==> config.mk <==
export PLATFORM = sky130hd
export DESIGN_NAME = ascii_command_frame_parser_unit
export DESIGN_NICKNAME = d
export VERILOG_FILES = /design/src/hdl/acfp_pkg.sv /design/src/hdl/acfp_classify.sv /design/src/hdl/acfp_out_stage.sv /design/src/hdl/ascii_command_frame_parser_unit.sv
export SDC_FILE = /design/constraint.sdc
export NUM_CORES = 1
export LEC_CHECK = 0
export ABC_AREA = 1
export BUFFER_PORTS_ARGS = -buffer_cell sky130_fd_sc_hd__buf_2
export CAP_MARGIN = 10
export CORE_MARGIN = 5
export CORE_UTILIZATION = 62
export CTS_CLUSTER_DIAMETER = 100
export DETAILED_ROUTE_END_ITERATION = 6
export PLACE_DENSITY = 0.81
export SLEW_MARGIN = 10
export SYNTH_ARGS = -nofsm -noshare
export SYNTH_HDL_FRONTEND = slang
export SYNTH_SLANG_ARGS = --single-unit
==> constraint.sdc <==
create_clock -name clock -period 5.32 [get_ports clock]
set_input_delay 0.532 -clock clock [delete_from_list [all_inputs] [get_ports clock]]
set_output_delay 0.532 -clock clock [all_outputs]
set_load 0.02 [all_outputs]
==> src/hdl/acfp_pkg.sv <==
// shared types, character codes and command codes for the ascii command frame parser
// no dependencies
`default_nettype none

package acfp_pkg;

   // depth of the receive buffer that the held byte count tracks
   localparam int BUFFER_DEPTH = 256;
   localparam int HELD_W       = $clog2(BUFFER_DEPTH);
   localparam logic [HELD_W-1:0] HELD_LIMIT = HELD_W'(BUFFER_DEPTH - 1);

   localparam int CHAR_W   = 8;
   localparam int NUM_KEPT = 6;
   localparam int POS_W    = 4;
   localparam int CMD_W    = 4;
   localparam int VALUE_W  = 16;
   localparam int FLAGS_W  = 10;
   localparam int RSP_W    = 32;

   localparam logic [POS_W-1:0] POS_MAX  = 4'd15;
   localparam logic [POS_W-1:0] POS_FULL = 4'(NUM_KEPT);

   localparam logic [CHAR_W-1:0] CHAR_LT = 8'h3C;   // '<'
   localparam logic [CHAR_W-1:0] CHAR_GT = 8'h3E;   // '>'
   localparam logic [CHAR_W-1:0] CHAR_W_ = 8'h57;   // 'W'
   localparam logic [CHAR_W-1:0] CHAR_A  = 8'h41;
   localparam logic [CHAR_W-1:0] CHAR_C  = 8'h43;
   localparam logic [CHAR_W-1:0] CHAR_S  = 8'h53;
   localparam logic [CHAR_W-1:0] CHAR_H  = 8'h48;
   localparam logic [CHAR_W-1:0] CHAR_L  = 8'h4C;
   localparam logic [CHAR_W-1:0] CHAR_K  = 8'h4B;
   localparam logic [CHAR_W-1:0] CHAR_0  = 8'h30;
   localparam logic [CHAR_W-1:0] CHAR_1  = 8'h31;

   // '0' weighted by 100 + 10 + 1, taken off the raw digit sum
   localparam logic [VALUE_W-1:0] VALUE_BIAS = 16'd5328;

   localparam logic [CMD_W-1:0] CMD_AIR_DIR         = 4'd0;
   localparam logic [CMD_W-1:0] CMD_AIR_SPEED       = 4'd1;
   localparam logic [CMD_W-1:0] CMD_SEAT_UPDOWN     = 4'd2;
   localparam logic [CMD_W-1:0] CMD_SEAT_RIGHTLEFT  = 4'd3;
   localparam logic [CMD_W-1:0] CMD_SIDE_UPDOWN     = 4'd4;
   localparam logic [CMD_W-1:0] CMD_SIDE_RIGHTLEFT  = 4'd5;
   localparam logic [CMD_W-1:0] CMD_KEY_CLOSE       = 4'd6;
   localparam logic [CMD_W-1:0] CMD_KEY_FAR         = 4'd7;
   localparam logic [CMD_W-1:0] CMD_KEY_OFF         = 4'd8;
   localparam logic [CMD_W-1:0] CMD_KEY_ON          = 4'd9;
   localparam logic [CMD_W-1:0] CMD_UNRECOGNIZED    = 4'd10;

   typedef logic [NUM_KEPT-1:0][CHAR_W-1:0] acfp_chars_type;

   typedef struct packed {
      logic [FLAGS_W-1:0]        flags;
      logic signed [VALUE_W-1:0] value;
      logic [CMD_W-1:0]          command;
   } acfp_result_type;

endpackage

`default_nettype wire

==> src/hdl/acfp_classify.sv <==
// decodes the six kept frame bytes into a command code and a three-digit value
// depends on acfp_pkg
`default_nettype none

module acfp_classify
   import acfp_pkg::*;
(
   input  wire acfp_chars_type            chars,
   input  wire logic [POS_W-1:0]          position,
   output logic [CMD_W-1:0]               command,
   output logic signed [VALUE_W-1:0]      value
);

   logic                 is_value_cmd;
   logic                 is_key_cmd;
   logic [CMD_W-1:0]     group_code;
   logic                 group_ok;
   logic [VALUE_W-1:0]   digit_sum;

   always_comb begin
      group_ok   = 1'b1;
      group_code = CMD_AIR_DIR;
      case (chars[1])
         CHAR_A:  group_code = CMD_AIR_DIR;
         CHAR_C:  group_code = CMD_SEAT_UPDOWN;
         CHAR_S:  group_code = CMD_SIDE_UPDOWN;
         default: group_ok = 1'b0;
      endcase
   end

   assign digit_sum = VALUE_W'(chars[3]) * 16'd100 + VALUE_W'(chars[4]) * 16'd10
                    + VALUE_W'(chars[5]) - VALUE_BIAS;

   assign is_value_cmd = group_ok && (chars[2] == CHAR_H || chars[2] == CHAR_L);
   assign is_key_cmd   = chars[1] == CHAR_K && chars[2] == CHAR_0 && chars[3] == CHAR_0
                      && (chars[4] == CHAR_0 || chars[4] == CHAR_1)
                      && (chars[5] == CHAR_0 || chars[5] == CHAR_1);

   always_comb begin
      command = CMD_UNRECOGNIZED;
      value   = '0;
      if (position == POS_FULL && chars[0] == CHAR_W_) begin
         if (is_value_cmd) begin
            command = group_code | CMD_W'(chars[2] == CHAR_L);
            value   = digit_sum;
         end else if (is_key_cmd) begin
            case ({chars[4][0], chars[5][0]})
               2'b01:   command = CMD_KEY_CLOSE;
               2'b00:   command = CMD_KEY_FAR;
               2'b10:   command = CMD_KEY_OFF;
               default: command = CMD_KEY_ON;
            endcase
         end
      end
   end

endmodule

`default_nettype wire

==> src/hdl/acfp_out_stage.sv <==
// result register between the parser and the result channel
// depends on acfp_pkg
`default_nettype none

module acfp_out_stage
   import acfp_pkg::*;
(
   input  wire logic            clock,
   input  wire logic            reset,
   input  wire logic            load,
   input  wire acfp_result_type result,
   output logic                 ready,
   input  wire logic            rsp_tready,
   output logic                 rsp_tvalid,
   output acfp_result_type      rsp_result
);

   logic            valid_ff, valid_in;
   acfp_result_type data_ff;

   // space when empty or when the held beat leaves this cycle
   assign ready    = !valid_ff || rsp_tready;
   assign valid_in = load || (valid_ff && !rsp_tready);

   always_ff @(posedge clock) begin
      if (reset) begin
         valid_ff <= 1'b0;
      end else begin
         valid_ff <= valid_in;
      end
   end

   always_ff @(posedge clock) begin
      if (load) begin
         data_ff <= result;
      end
   end

   assign rsp_tvalid = valid_ff;
   assign rsp_result = data_ff;

endmodule

`default_nettype wire

==> src/hdl/ascii_command_frame_parser_unit.sv <==
// top level of the ascii command frame parser: frame tracking, buffer count, sticky flags
// depends on acfp_pkg, acfp_classify, acfp_out_stage
`default_nettype none

// Takes one received byte per beat and gives one result beat each time a '>' closes a
// frame opened by '<'. A byte is taken every clock cycle as long as the result register
// is empty or its beat is being taken; the result of a closing byte appears in the cycle
// after the byte is accepted. Frame state, the held-byte count and the sticky flags are
// updated in the accept cycle by byte compares, small adds and a constant-weight digit
// sum, so the rate is one byte per cycle while the result register can take a beat.
module ascii_command_frame_parser_unit
   import acfp_pkg::*;
(
   input  wire logic         clock,
   input  wire logic         reset,
   input  wire logic         req_tvalid,
   output logic              req_tready,
   input  wire logic [7:0]   req_tdata,   // [7:0] rx_byte
   output logic              rsp_tvalid,
   input  wire logic         rsp_tready,
   output logic [RSP_W-1:0]  rsp_tdata    // [3:0] command, [19:4] value, [29:20] flags
);

   logic                 open_ff, open_in;
   logic [POS_W-1:0]     pos_ff, pos_in;
   logic [HELD_W-1:0]    held_ff, held_in, held_next;
   logic [HELD_W-1:0]    start_ff, start_in, start_next;
   logic [FLAGS_W-1:0]   seen_ff, seen_in;
   acfp_chars_type       chars_ff;

   logic                 accept;
   logic                 open_hit;
   logic                 close_hit;
   logic                 open_next;
   logic [POS_W-1:0]     pos_next;
   logic                 drop_all;
   logic [CMD_W-1:0]     command;
   logic signed [VALUE_W-1:0] value;
   logic                 out_ready;
   acfp_result_type      result;
   acfp_result_type      rsp_result;

   assign accept    = req_tvalid && req_tready;
   assign open_hit  = !open_ff && req_tdata == CHAR_LT;
   assign close_hit = open_ff && req_tdata == CHAR_GT;

   acfp_classify u_classify (
      .chars    (chars_ff),
      .position (pos_ff),
      .command  (command),
      .value    (value)
   );

   always_comb begin
      open_next  = open_ff;
      pos_next   = pos_ff;
      start_next = start_ff;
      held_next  = held_ff + HELD_W'(1);
      if (open_hit) begin
         open_next  = 1'b1;
         pos_next   = '0;
         start_next = held_ff;
      end else if (close_hit) begin
         open_next = 1'b0;
         pos_next  = '0;
         held_next = start_ff;
      end else if (open_ff && pos_ff != POS_MAX) begin
         pos_next = pos_ff + POS_W'(1);
      end
   end

   // held count reaches HELD_LIMIT (buffer depth minus one): drop everything including an open frame
   assign drop_all = held_next >= HELD_LIMIT;

   always_comb begin
      open_in  = open_ff;
      pos_in   = pos_ff;
      held_in  = held_ff;
      start_in = start_ff;
      seen_in  = seen_ff;
      if (accept) begin
         open_in  = open_next && !drop_all;
         pos_in   = drop_all ? '0 : pos_next;
         held_in  = drop_all ? '0 : held_next;
         start_in = drop_all ? '0 : start_next;
         if (close_hit && command != CMD_UNRECOGNIZED) begin
            seen_in = seen_ff | (FLAGS_W'(1) << command);
         end
      end
   end

   always_ff @(posedge clock) begin
      if (reset) begin
         open_ff  <= 1'b0;
         pos_ff   <= '0;
         held_ff  <= '0;
         start_ff <= '0;
         seen_ff  <= '0;
      end else begin
         open_ff  <= open_in;
         pos_ff   <= pos_in;
         held_ff  <= held_in;
         start_ff <= start_in;
         seen_ff  <= seen_in;
      end
   end

   for (genvar i = 0; i < NUM_KEPT; i++) begin : g_chars
      always_ff @(posedge clock) begin
         if (accept && open_ff && !close_hit && pos_ff == POS_W'(i)) begin
            chars_ff[i] <= req_tdata;
         end
      end
   end

   assign result.command = command;
   assign result.value   = value;
   assign result.flags   = seen_in;

   acfp_out_stage u_out_stage (
      .clock      (clock),
      .reset      (reset),
      .load       (accept && close_hit),
      .result     (result),
      .ready      (out_ready),
      .rsp_tready (rsp_tready),
      .rsp_tvalid (rsp_tvalid),
      .rsp_result (rsp_result)
   );

   assign req_tready = out_ready;
   assign rsp_tdata  = {(RSP_W - $bits(acfp_result_type))'(0), rsp_result};

endmodule

`default_nettype wire

# == Word-level counts from Yosys, hierarchy flattened ==
# Index checks and enable logic that the tools add are counted.
# totals
rom_bits,0
latch_bits,0
regBits,110
word_cells,110
ramBits,0
inputBits,12
out_inout_bits,34
memories,0
# classes
n_div,0
muxes,19
n_eq_ne,25
shift,1
mul,2
magnitude_cmp,1
n_bitwise,2
add_sub_neg,5
reduce_logical,40
# ops
operator,count
$eq 8x6->1 const B,8
$eq 8x7->1 const B,7
$mux 8,5
$mux 4,7
$logic_and 1x1->1,22
$mux 10,2
$add 15x12->16,1
$add 16x8->16,1
$sub 16x13->16 const B,1
$mul 8x5->13 const B,1
$eq 4x3->1 const B,3
$pmux 4 s3,1
$mul 8x3->11 const B,1
$or 10x10->10,1
$shl 1x4->10 const A,1
$add 8x1->8 const B,1
$eq 4x2->1 const B,2
$ge 8x8->1 const B,1
$ne 4x4->1 const B,2
$pmux 3 s2,1
$reduce_and 2->1,3
$logic_not 1->1,5
$logic_or 1x1->1,5
$add 4x1->4 const B,1
other kinds (10),12

# == Longest topological paths before layout ==
# Gate-level depths: netlist (run 1).
# depth
word_depth,12
mapped_depth,22
ltp_nobuf,22

# == Modules after synthesis ==
# Synthesis (run 1) repeated with hierarchy kept, for this count alone.
# hier_totals
cells_unflattened,834
area_unflattened_um2,7155.6
# modules_own_cells
module,instances,area_each_um2,seq_area_each_um2,cells_each
ascii_command_frame_parser_unit,1,3465.8,2062.0,358
acfp_classify,1,2746.4,0.0,441
acfp_out_stage,1,943.4,920.9,35

# == Least setup slack after synthesis (run 1) ==
# OpenSTA, ideal clock, no wires.
# synth_path
kind,reg2reg
start,register chars_ff[26] in the netlist's numbering
end,register u_out_stage.data_ff (netlist bit u_out_stage.rsp_result[19]) (data pin)
path_stages_with_launch,21
path_buffers,0
slack_ns,0.971
setup_ns,0.254
arrival_time_ns,4.094
required_ns,5.066
period_less_slack_ns,4.349
path_cell_list,edfxtp_1 > inv_1 > ha_1 > ha_1 > fa_1 > ha_1 > a21oi_1 > o21ai_0 > xnor2_1 > inv_1 > ha_1 > ha_1 > ha_1 > nand2_1 > o21ai_0 > a21oi_1 > o21ai_0 > nand2_1 > a21oi_1 > a21oi_1 > o21a_1
# synth_between
elab_chain_len,4
# synth_rtl
item,line_no,rtl
start: declaration,ascii_command_frame_parser_unit.sv:29,acfp_chars_type chars_ff;
start signal: indexed assignment,ascii_command_frame_parser_unit.sv:111,chars_ff[i] <= req_tdata;
$mul 8x5->13,acfp_classify.sv:31,assign digit_sum = VALUE_W'(chars[3]) * 16'd100 + VALUE_W'(chars[4]) * 16'd10
$add 15x12->16,acfp_classify.sv:31,
$add 16x8->16,acfp_classify.sv:32,+ VALUE_W'(chars[5]) - VALUE_BIAS;
$sub 16x13->16,acfp_classify.sv:32,
end signal: assignment,acfp_out_stage.sv:35,data_ff <= result;
end: declaration,acfp_out_stage.sv:19,acfp_result_type data_ff;
# Every way passes these cells.
# A chain may end at the register's enable or synchronous reset.

# == Final worst setup path (run 1) ==
# Ends and elaborated chain as after synthesis.

==> results of run 1 <==
[routing by layer]
metal  vias to the layer above  GRT usage  share of wire
li1                       2646          -              -
met1                      2484      0.316           0.46
met2                       138      0.378           0.47
met3                        17     0.0352          0.055
met4                         0     0.0704          0.015
met5                         -          0              0
[registers in the layout, indices dropped and copies added (netlist names)]
register,flops
held_ff,8
u_out_stage.rsp_result,30
u_out_stage.rsp_tvalid,1
pos_ff,4
chars_ff,48
seen_ff,10
open_ff,1
start_ff,8
[cells in the mapped netlist (all sizes together), types with 3 or more instances]
cell,n,share of area
nand3,51,0.041
dfxtp,32,0.091
edfxtp,78,0.33
xnor2,5,0.0063
inv,123,0.066
and2,4,0.0036
ha,81,0.14
a21oi,63,0.050
nor2,83,0.052
nand4,15,0.014
buf,5,0.0052
or2,3,0.0027
clkbuf,6,0.0032
nand3b,3,0.0032
nand2,150,0.092
o21ai,18,0.013
xor2,14,0.018
nor3,12,0.012
fa,11,0.031
[power by group through the flow]
stage | clock network, W | registers [W] | logic (W)
after global placement | 0 | 0.000940 | 0.0000528
after global routing | 0.000720 | 0.000921 | 0.0000624
final | 0.000677 | 0.000921 | 0.0000550
after detailed placement | 0 | 0.000940 | 0.0000543
after CTS | 0.000684 | 0.000920 | 0.0000551
after floorplan | 0 | 0.000939 | 0.0000359
[through the flow]
step	std cells	hold slack [ns]	worst slack (ns)	total power, W
floorplan	772	0.424	0.971	0.000975
global placement	947	0.438	0.768	0.000993
detailed placement	947	0.447	0.597	0.000995
CTS	963	0.460	0.576	0.00166
global route	963	0.489	0.139	0.00170
finish	963	0.460	0.557	0.00165
[final timing paths]
check / slack, ns / to / from
setup / recovery: 0.56 / u_out_stage.rsp_result[19] / chars_ff[26]
hold / removal: 0.46 / seen_ff[2] / seen_ff[2]
setup reg to reg: 0.56 / u_out_stage.rsp_result[19] / chars_ff[26]
hold reg to reg: 0.46 / seen_ff[2] / seen_ff[2]
[worst register-to-register path, stage by stage (launching register included)]
cell and delay [ns]:
sky130_fd_sc_hd__edfxtp_1 0.45, sky130_fd_sc_hd__inv_1 0.07, sky130_fd_sc_hd__ha_1 0.31, sky130_fd_sc_hd__ha_1 0.33, sky130_fd_sc_hd__fa_1 0.47, sky130_fd_sc_hd__ha_1 0.37, sky130_fd_sc_hd__a21oi_1 0.10, sky130_fd_sc_hd__o21ai_0 0.27
sky130_fd_sc_hd__xnor2_1 0.16, sky130_fd_sc_hd__inv_1 0.06, sky130_fd_sc_hd__ha_1 0.27, sky130_fd_sc_hd__ha_1 0.30, sky130_fd_sc_hd__ha_1 0.33, sky130_fd_sc_hd__nand2_1 0.08, sky130_fd_sc_hd__o21ai_0 0.16, sky130_fd_sc_hd__a21oi_1 0.08
sky130_fd_sc_hd__o21ai_0 0.22, sky130_fd_sc_hd__nand2_1 0.11, sky130_fd_sc_hd__a21oi_1 0.18, sky130_fd_sc_hd__a21oi_1 0.09, sky130_fd_sc_hd__o21a_1 0.11
[layout make-up]
class | instances | share of cell area
multi-input combinational | 527 | 0.457
sequential | 110 | 0.389
inverter | 124 | 0.0611
timing repair buffer | 46 | 0.0310
clock buffer | 9 | 0.0294
tap | 140 | 0.0229
clock inverter | 7 | 0.00964
[logic make-up after synthesis]
kind of cell / Yosys count / share of synthesized area
xor gates and xnor gates: 19 / 0.0238
other: 1 / 0.000536
DFF: 110 / 0.426
AOI/OAI and AO/OA: 90 / 0.0740
and+or+nand+nor: 324 / 0.224
adders and majority gates: 92 / 0.176
buffers and inverters: 135 / 0.0752
==> impl_metrics.tcl, run 1 <==
set metrics [dict create \
    grt_setup_unrepaired "false" \
    drt-pass1-iter-count 5 \
    gpl.final_weighted_congestion 0.884 \
    area_used_by_multi_input_combinational_logic_um2 3500 \
    pin_count_of_the_biggest_net_entering_global_routing 32 \
    cts-hold-fix-buffers 0 \
    yosys_register_bits 110 \
    area_growth_synth_to_finish_pct 9.42 \
    critPathRequiredTime_ns 5.44 \
    power_frac_comb 0.033 \
    max_cap_viol_count 0 \
    dieHeight_um 116 \
    fmax_mhz 210 \
    design_area_um2 7660 \
    synth_ff_type "sky130_fd_sc_hd__edfxtp_1" \
    run_status "finished clean" \
    diodes 0 \
    first_global_vias 5158 \
    cp_slowest_stage_delay_ns 0.47 \
    setup_tns_ns 0 \
    synth.cell_area_um2 7000 \
    crit_path_max_fanout 4 \
    final_layout_size_suffix_gt1_frac 0.156 \
    worst_path_max_delay_cell "sky130_fd_sc_hd__fa_1" \
    worst_hold_path_type "flop to flop" \
    worstSkewPairLatency_ns 0.36 \
    worstMarginPinSlew_ns 1.23 \
    count_of_buffer_and_inverter_cells_on_the_critical_path 2 \
    grt_usage 0.230 \
    die_outline_area_um2 13500 \
    clock-skew-final_ns 0.0100 \
    post_synth_num_cell_types 48 \
    grt_overflow 0 \
    setup.worst_path.end_class "flop" \
    critPathArrivalTime_ns 4.88 \
    final_critical_path_required_period_ns 4.76 \
    grt_pass1_wl_um 24400 \
    power.static_leakage_nw 3.32 \
    synth_area_per_cell_um2 9.08 \
    first_iter_violations 483 \
    placedInstanceArea_um2 7360 \
    horizontal_extent_of_the_die_um 116 \
    cts.clk_slew.worst_paths_ns 0.08 \
    cts_root_buffer "sky130_fd_sc_hd__clkbuf_16" \
    wl_per_cell_um 15.1 \
    tritoncts "yes" \
    critical_path_class "flop to flop" \
    cts_resized 0 \
    final-max-slew-violation-count 0 \
    ioPinCount 46 \
    ff2ff_path_depth 20 \
    hold_viol 0 \
    vdd_ir_drop_max_uv 164 \
    n_fill_cell 807 \
    seqCellArea_um2 2980 \
    synth.yosys.seq_area_share 0.426 \
    ys_warn_count 0 \
    finalSetupViolCount 0 \
    timing.critical_path.depth 20 \
    mostFrequentLayoutCells "sky130_fd_sc_hd__nand2_1 (126), sky130_fd_sc_hd__inv_1 (114), sky130_fd_sc_hd__ha_1 (81)" \
    number_of_buffers_between_clock_root_and_the_deepest_sink 2 \
    min_delay_path_depth 2 \
    initial_utilization 0.640 \
    hpwlAfterDp_um 10900 \
    final_core_util 0.701 \
    timing.critical_path.max_delay_family "adder cells" \
    numClockSinks 110 \
    routed-via-count 5285 \
    mostFrequentLayoutCell "sky130_fd_sc_hd__nand2_1" \
    min_period_over_period 0.895 \
    async_flop_share 0 \
    path_common_cell "sky130_fd_sc_hd__ha_1" \
    slew_headroom 0.179 \
    final_routed_wirelength_um 14500 \
    clockPowerShare 0.410 \
    routed_vias_inst 5.49 \
    worstSetupStartpointType "flop" \
    internal_portion_of_total_power_w 0.00126 \
    final_nets 922 \
    port_buffers 43 \
    power_density_nw_per_um2 216 \
    switching_power_share_of_the_total 0.235 \
    area_of_the_core_um2 10900 \
    post_synth_inst_count 771 \
    switchingPower_w 0.000389 \
    cts_buffers 9 \
    antenna_found_initial 0 \
    postCtsSetupRepairBufs 0 \
    drc 0 \
    fp-row-count 38 \
    crit_chain "inv_1, ha_1, ha_1, fa_1, ha_1, a21oi_1, o21ai_0, xnor2_1, inv_1, ha_1, ha_1, ha_1, nand2_1, o21ai_0, a21oi_1, o21ai_0, nand2_1, a21oi_1, a21oi_1, o21a_1" \
    htree_num_levels 3 \
    route.antenna.remaining_nets 0 \
    synth_enable_flop_cells 78 \
    power_frac_seq 0.557 \
]
Power figures use the tool's default switching activity.
==> run 2: changes to the inputs <==
--- a/config.mk
+++ b/config.mk
@@ -12,7 +12,7 @@
 export CORE_UTILIZATION = 62
 export CTS_CLUSTER_DIAMETER = 100
 export DETAILED_ROUTE_END_ITERATION = 6
-export PLACE_DENSITY = 0.81
+export PLACE_DENSITY = 0.92
 export SLEW_MARGIN = 10
 export SYNTH_ARGS = -nofsm -noshare
 export SYNTH_HDL_FRONTEND = slang
==> run 2 against run 1 <==
Compared with the run above:
- design area is essentially flat
- non-clock buffer count down 2
- die area stayed put
- highest routed layer unchanged
- setup slack worse by 0.19 ns
- combinational power grew 3.8%
- utilization hardly changed
- sequential power is essentially flat
- hold slack worse by 0.0048 ns
- critical path depth did not move
- first-iteration DRC count up 3.1%
- final cell count is 0.21% lower
==> impl_metrics.tcl, run 2 (synthesis gave the netlist of run 1 again) <==
set metrics [dict create \
    mostFrequentLayoutCells "sky130_fd_sc_hd__nand2_1 (126), sky130_fd_sc_hd__inv_1 (114), sky130_fd_sc_hd__ha_1 (81)" \
    grt_setup_unrepaired "false" \
    source_of_the_worst_hold_timing_path "seen_ff[0]" \
    cts_resized 0 \
    ff2ff_path_depth 20 \
    hold_viol 0 \
    grt_pass1_wl_um 24800 \
    pin_count_of_the_biggest_net_entering_global_routing 32 \
    placedInstanceArea_um2 7350 \
    port_buffers 43 \
    number_of_buffers_between_clock_root_and_the_deepest_sink 2 \
    slew_headroom 0.227 \
    timing.hold.worst_endpoint "seen_ff[0]" \
    ioPinCount 46 \
    cts-hold-fix-buffers 0 \
    route.antenna.remaining_nets 0 \
    finalSetupViolCount 0 \
    numClockSinks 110 \
    regToRegEndpoint "u_out_stage.rsp_result[19]" \
    final_routed_wirelength_um 14800 \
    largest_register "chars_ff" \
    final-max-slew-violation-count 0 \
    run_status "finished clean" \
    timing.rr.start "chars_ff[26]" \
    first_global_vias 5342 \
    grt_overflow 0 \
    cts.clk_slew.worst_paths_ns 0.07 \
    n_fill_cell 760 \
    initial_utilization 0.640 \
    final_nets 920 \
    vdd_ir_drop_max_uv 156 \
    critical_path_class "flop to flop" \
    cts_buffers 9 \
    area_of_the_core_um2 10900 \
    min_delay_path_depth 2 \
    die_outline_area_um2 13500 \
    worstMarginPinSlew_ns 1.15 \
    setup_tns_ns 0 \
    htree_num_levels 3 \
    cts_root_buffer "sky130_fd_sc_hd__clkbuf_16" \
    worst_hold_path_type "flop to flop" \
    design_area_um2 7660 \
    final_layout_size_suffix_gt1_frac 0.155 \
    dieHeight_um 116 \
    postCtsSetupRepairBufs 0 \
    largest_register_ffs 48 \
    routed_vias_inst 5.60 \
    diodes 0 \
    worstSkewPairLatency_ns 0.35 \
    max_cap_viol_count 0 \
    power.static_leakage_nw 3.32 \
    layout_setup_ws_ns 0.365 \
    final_critical_path_required_period_ns 4.96 \
    mostFrequentLayoutCell "sky130_fd_sc_hd__nand2_1" \
    critPathRequiredTime_ns 5.43 \
    horizontal_extent_of_the_die_um 116 \
    dp_worst_setup_slack_ns 0.511 \
    tritoncts "yes" \
    first_iter_violations 498 \
    clock-skew-final_ns 0.00943 \
    crit_path_max_fanout 4 \
    wl_per_cell_um 15.4 \
    worst-r2r-setup-slack_ns 0.36 \
    drc 0 \
    hpwlAfterDp_um 11000 \
    grt_usage 0.235 \
    setup.worst_path.end_class "flop" \
    routed-via-count 5386 \
    antenna_found_initial 0 \
    fp-row-count 38 \
    power_density_nw_per_um2 216 \
    drt-pass1-iter-count 5 \
    gpl.final_weighted_congestion 0.841 \
    min_period_over_period 0.931 \
    critPathArrivalTime_ns 5.07 \
    fmax_mhz 202 \
    worstSetupStartpointType "flop" \
    area_growth_synth_to_finish_pct 9.45 \
]
## run 2: worst max path at each step
stage	startpoint	endpoint	slack [ns]	cells after the start
after global routing	chars_ff[26]	u_out_stage.rsp_result[19]	0.11	20
after detailed placement	chars_ff[27]	u_out_stage.rsp_result[19]	0.51	21
after global placement	chars_ff[26]	u_out_stage.rsp_result[19]	0.79	20
after floorplan	chars_ff[26]	u_out_stage.rsp_result[19]	0.97	20
final	chars_ff[26]	u_out_stage.rsp_result[19]	0.36	20
after CTS	chars_ff[26]	u_out_stage.rsp_result[19]	0.46	20
## run 2: power by group
part,leakage (nW),switching [W],internal [W]
logic,2.25,0.0000425,0.0000146
registers,0.912,0.00000477,0.000916
clock network,0.154,0.000323,0.000357
total,3.32,0.000371,0.00129
## run 2: metal layers
metal  up-vias  global-route usage  routed length (µm)
li1       2638                   -                   -
met1      2497               0.305                6210
met2       217               0.399                7290
met3        34              0.0394                 997
met4         0              0.0812                 341
met5         -                   0                   0
## run 2: through the flow
step | hold WS (ns) | instances | total power (W) | util
global route | 0.477 | 961 | 0.00171 | 0.701
finish | 0.455 | 961 | 0.00166 | 0.701
global placement | 0.433 | 945 | 0.000993 | 0.672
floorplan | 0.424 | 772 | 0.000975 | -
CTS | 0.459 | 961 | 0.00167 | 0.700
detailed placement | 0.447 | 945 | 0.000996 | 0.672
## run 2: area by class of cell
| class | instances | area [µm²] | area share |
|---|---|---|---|
| clock buffer | 10 | 250 | 0.0327 |
| clock inverter | 6 | 61.3 | 0.00800 |
| inverter | 124 | 468 | 0.0611 |
| multi-input combinational | 527 | 3500 | 0.457 |
| sequential | 110 | 2980 | 0.389 |
| tap | 140 | 175 | 0.0229 |
| timing repair buffer | 44 | 223 | 0.0291 |
## run 2: critical path: stages, from the launching register on
cell and delay [ns]:
sky130_fd_sc_hd__edfxtp_1 0.44, sky130_fd_sc_hd__inv_1 0.08, sky130_fd_sc_hd__ha_1 0.31, sky130_fd_sc_hd__ha_1 0.31, sky130_fd_sc_hd__fa_1 0.48, sky130_fd_sc_hd__ha_1 0.39, sky130_fd_sc_hd__a21oi_1 0.13, sky130_fd_sc_hd__o21ai_0 0.31
sky130_fd_sc_hd__xnor2_1 0.18, sky130_fd_sc_hd__inv_1 0.07, sky130_fd_sc_hd__ha_1 0.28, sky130_fd_sc_hd__ha_1 0.31, sky130_fd_sc_hd__ha_1 0.35, sky130_fd_sc_hd__nand2_1 0.09, sky130_fd_sc_hd__o21ai_0 0.17, sky130_fd_sc_hd__a21oi_1 0.09
sky130_fd_sc_hd__o21ai_0 0.26, sky130_fd_sc_hd__nand2_1 0.11, sky130_fd_sc_hd__a21oi_1 0.18, sky130_fd_sc_hd__a21oi_1 0.08, sky130_fd_sc_hd__o21a_1 0.12
==> run 3: changes to the inputs <==
--- a/config.mk
+++ b/config.mk
@@ -6,7 +6,7 @@
 export NUM_CORES = 1
 export LEC_CHECK = 0
 export ABC_AREA = 1
-export BUFFER_PORTS_ARGS = -buffer_cell sky130_fd_sc_hd__buf_2
+export BUFFER_PORTS_ARGS = -buffer_cell sky130_fd_sc_hd__buf_4
 export CAP_MARGIN = 10
 export CORE_MARGIN = 5
 export CORE_UTILIZATION = 62
==> constraint.sdc (replaced) <==
create_clock -name clock -period 5.32 [get_ports clock]
set_input_delay 0.266 -clock clock [delete_from_list [all_inputs] [get_ports clock]]
set_output_delay 0.266 -clock clock [all_outputs]
set_load 0.02 [all_outputs]
==> run 3 against run 2 <==
Compared with the run above:
- count of clock-buffer cells in the layout is the same
- flip-flop and latch count unchanged
- die area stayed put
- non-clock buffer count stayed put
- critical endpoint unchanged
- largest cell class unchanged
==> impl_metrics.tcl, run 3 (synthesis gave the netlist of run 1 again) <==
set metrics [dict create \
    final_core_util 0.711 \
    worst-r2r-setup-slack_ns 0.50 \
    slew_headroom 0.195 \
    max_cap_viol_count 0 \
    regToRegEndpoint "u_out_stage.rsp_result[19]" \
    run_status "finished clean" \
    area_growth_synth_to_finish_pct 11.1 \
    vdd_ir_drop_max_uv 219 \
    cp_slowest_stage_delay_ns 0.47 \
    setup.worst_path.end_class "flop" \
    drc 0 \
    power.static_leakage_nw 3.38 \
    crit_chain "inv_1, ha_1, ha_1, fa_1, ha_1, a21oi_1, o21ai_0, xnor2_1, inv_1, ha_1, ha_1, ha_1, nand2_1, o21ai_0, a21oi_1, o21ai_0, nand2_1, a21oi_1, a21oi_1, o21a_1" \
    min_period_over_period 0.906 \
    hold_viol 0 \
    numClockSinks 110 \
    critPathArrivalTime_ns 4.94 \
    grt_pass1_wl_um 24900 \
    first_global_vias 5319 \
    fp-row-count 38 \
    drt-pass1-iter-count 5 \
    fmax_mhz 208 \
    critPathRequiredTime_ns 5.44 \
    setup.worst_path.start "chars_ff[26]" \
    final_nets 920 \
    grt_setup_unrepaired "false" \
    n_fill_cell 776 \
    diodes 0 \
    worstMarginPinSlew_ns 1.20 \
    port_buffers 43 \
    area_of_the_core_um2 10900 \
    finalSetupViolCount 0 \
    final-max-slew-violation-count 0 \
    path_common_cell "sky130_fd_sc_hd__ha_1" \
    largest_register_ffs 48 \
    htree_num_levels 3 \
    clock-skew-final_ns 0.0134 \
    crit_path_max_fanout 4 \
    first_iter_violations 493 \
    pin_count_of_the_biggest_net_entering_global_routing 32 \
    final_layout_size_suffix_gt1_frac 0.153 \
    number_of_buffers_between_clock_root_and_the_deepest_sink 2 \
    worst_hold_path_type "primary input to flop" \
    final_routed_wirelength_um 14800 \
    horizontal_extent_of_the_die_um 116 \
    postCtsSetupRepairBufs 0 \
    power_density_nw_per_um2 220 \
    wl_per_cell_um 15.4 \
    die_outline_area_um2 13500 \
    cts_root_buffer "sky130_fd_sc_hd__clkbuf_16" \
    setup_tns_ns 0 \
    cts-hold-fix-buffers 0 \
    cts_buffers 9 \
    timing.rr.start "chars_ff[26]" \
    critical_path_class "flop to flop" \
    final_critical_path_required_period_ns 4.82 \
    routed-via-count 5396 \
    cts.clk_slew.worst_paths_ns 0.08 \
    hpwlAfterDp_um 10900 \
    worst_path_max_delay_cell "sky130_fd_sc_hd__edfxtp_1" \
    dieHeight_um 116 \
    routed_vias_inst 5.61 \
    largest_register "chars_ff" \
    grt_overflow 0 \
    antenna_found_initial 0 \
    cp-endpoint "u_out_stage.rsp_result[19]" \
    worstSetupStartpointType "flop" \
    initial_utilization 0.640 \
    cts_resized 0 \
    ioPinCount 46 \
    ff2ff_path_depth 20 \
    grt_usage 0.235 \
    worstSkewPairLatency_ns 0.36 \
    route.antenna.remaining_nets 0 \
    mostFrequentLayoutCell "sky130_fd_sc_hd__nand2_1" \
    mostFrequentLayoutCells "sky130_fd_sc_hd__nand2_1 (126), sky130_fd_sc_hd__inv_1 (114), sky130_fd_sc_hd__ha_1 (81)" \
    gpl.final_weighted_congestion 0.849 \
    tritoncts "yes" \
]
[run 3: cell types whose count changed in the layout (fill, tap and decap cells not counted)]
| cell | delta |
|---|---|
| sky130_fd_sc_hd__buf_2 | -43 |
| sky130_fd_sc_hd__buf_4 | +43 |
| sky130_fd_sc_hd__bufinv_16 | +1 |
| sky130_fd_sc_hd__clkbuf_16 | -1 |
| sky130_fd_sc_hd__clkbuf_8 | +1 |
| sky130_fd_sc_hd__clkinv_2 | -1 |
| sky130_fd_sc_hd__clkinv_4 | +1 |
| sky130_fd_sc_hd__clkinv_8 | -1 |
| sky130_fd_sc_hd__inv_4 | -1 |
| sky130_fd_sc_hd__inv_8 | +1 |
| sky130_fd_sc_hd__nor3b_1 | +1 |
| sky130_fd_sc_hd__nor3b_2 | -1 |
[run 3: critical path, delay by kind of cell, from the launching register on]
kind | cells | cell delay [ns]
adder cells (fa/ha/maj) | 7 | 2.35
buffers and inverters | 2 | 0.15
AO/OA/AOI/OAI | 8 | 1.23
AND/OR/NAND/NOR | 2 | 0.18
flip-flops | 1 | 0.47
XOR/XNOR | 1 | 0.17
[run 3: layout make-up]
| type | count | area, µm² | area share |
|---|---|---|---|
| clock inverter | 6 | 83.8 | 0.0108 |
| multi-input combinational | 527 | 3500 | 0.450 |
| inverter | 124 | 468 | 0.0602 |
| clock buffer | 10 | 239 | 0.0307 |
| sequential | 110 | 2980 | 0.384 |
| tap | 140 | 175 | 0.0225 |
| timing repair buffer | 44 | 330 | 0.0425 |
[run 3: per-layer routing]
layer | routed length [µm] | GRT usage
met1 | 6300 | 0.305
met2 | 7270 | 0.401
met3 | 1000 | 0.0430
met4 | 275 | 0.0696
met5 | 0 | 0
[run 3: worst min-delay path by stage]
stage | start | end | slack, ns | cells past startpoint
global placement | seen_ff[6] | seen_ff[6] | 0.43 | 2
global route | req_tdata[5] | chars_ff[5] | 0.16 | 1
floorplan | req_tdata[0] | chars_ff[0] | 0.36 | 0
CTS | req_tdata[5] | chars_ff[13] | 0.15 | 1
detailed placement | seen_ff[7] | seen_ff[7] | 0.45 | 2
finish | req_tdata[5] | chars_ff[5] | 0.16 | 1
[run 3: per-stage QoR]
stage               cell area [µm²]  setup WS [ns]  total power, W  instances  hold slack [ns]
CTS                            7780          0.554         0.00171        961            0.151
finish                         7780          0.502         0.00171        961            0.159
floorplan                      7010          0.971        0.000975        772            0.365
global route                   7780          0.228         0.00175        961            0.156
global placement               7450          0.789        0.000995        945            0.433
detailed placement             7450          0.661        0.000998        945            0.447
[run 3: power by group]
| part | switching [W] | leakage (nW) | internal, W |
|---|---|---|---|
| Sequential | 0.00000493 | 0.912 | 0.000916 |
| Clock | 0.000340 | 0.158 | 0.000390 |
| Combinational | 0.0000420 | 2.31 | 0.0000172 |
| Total | 0.000386 | 3.38 | 0.00132 |
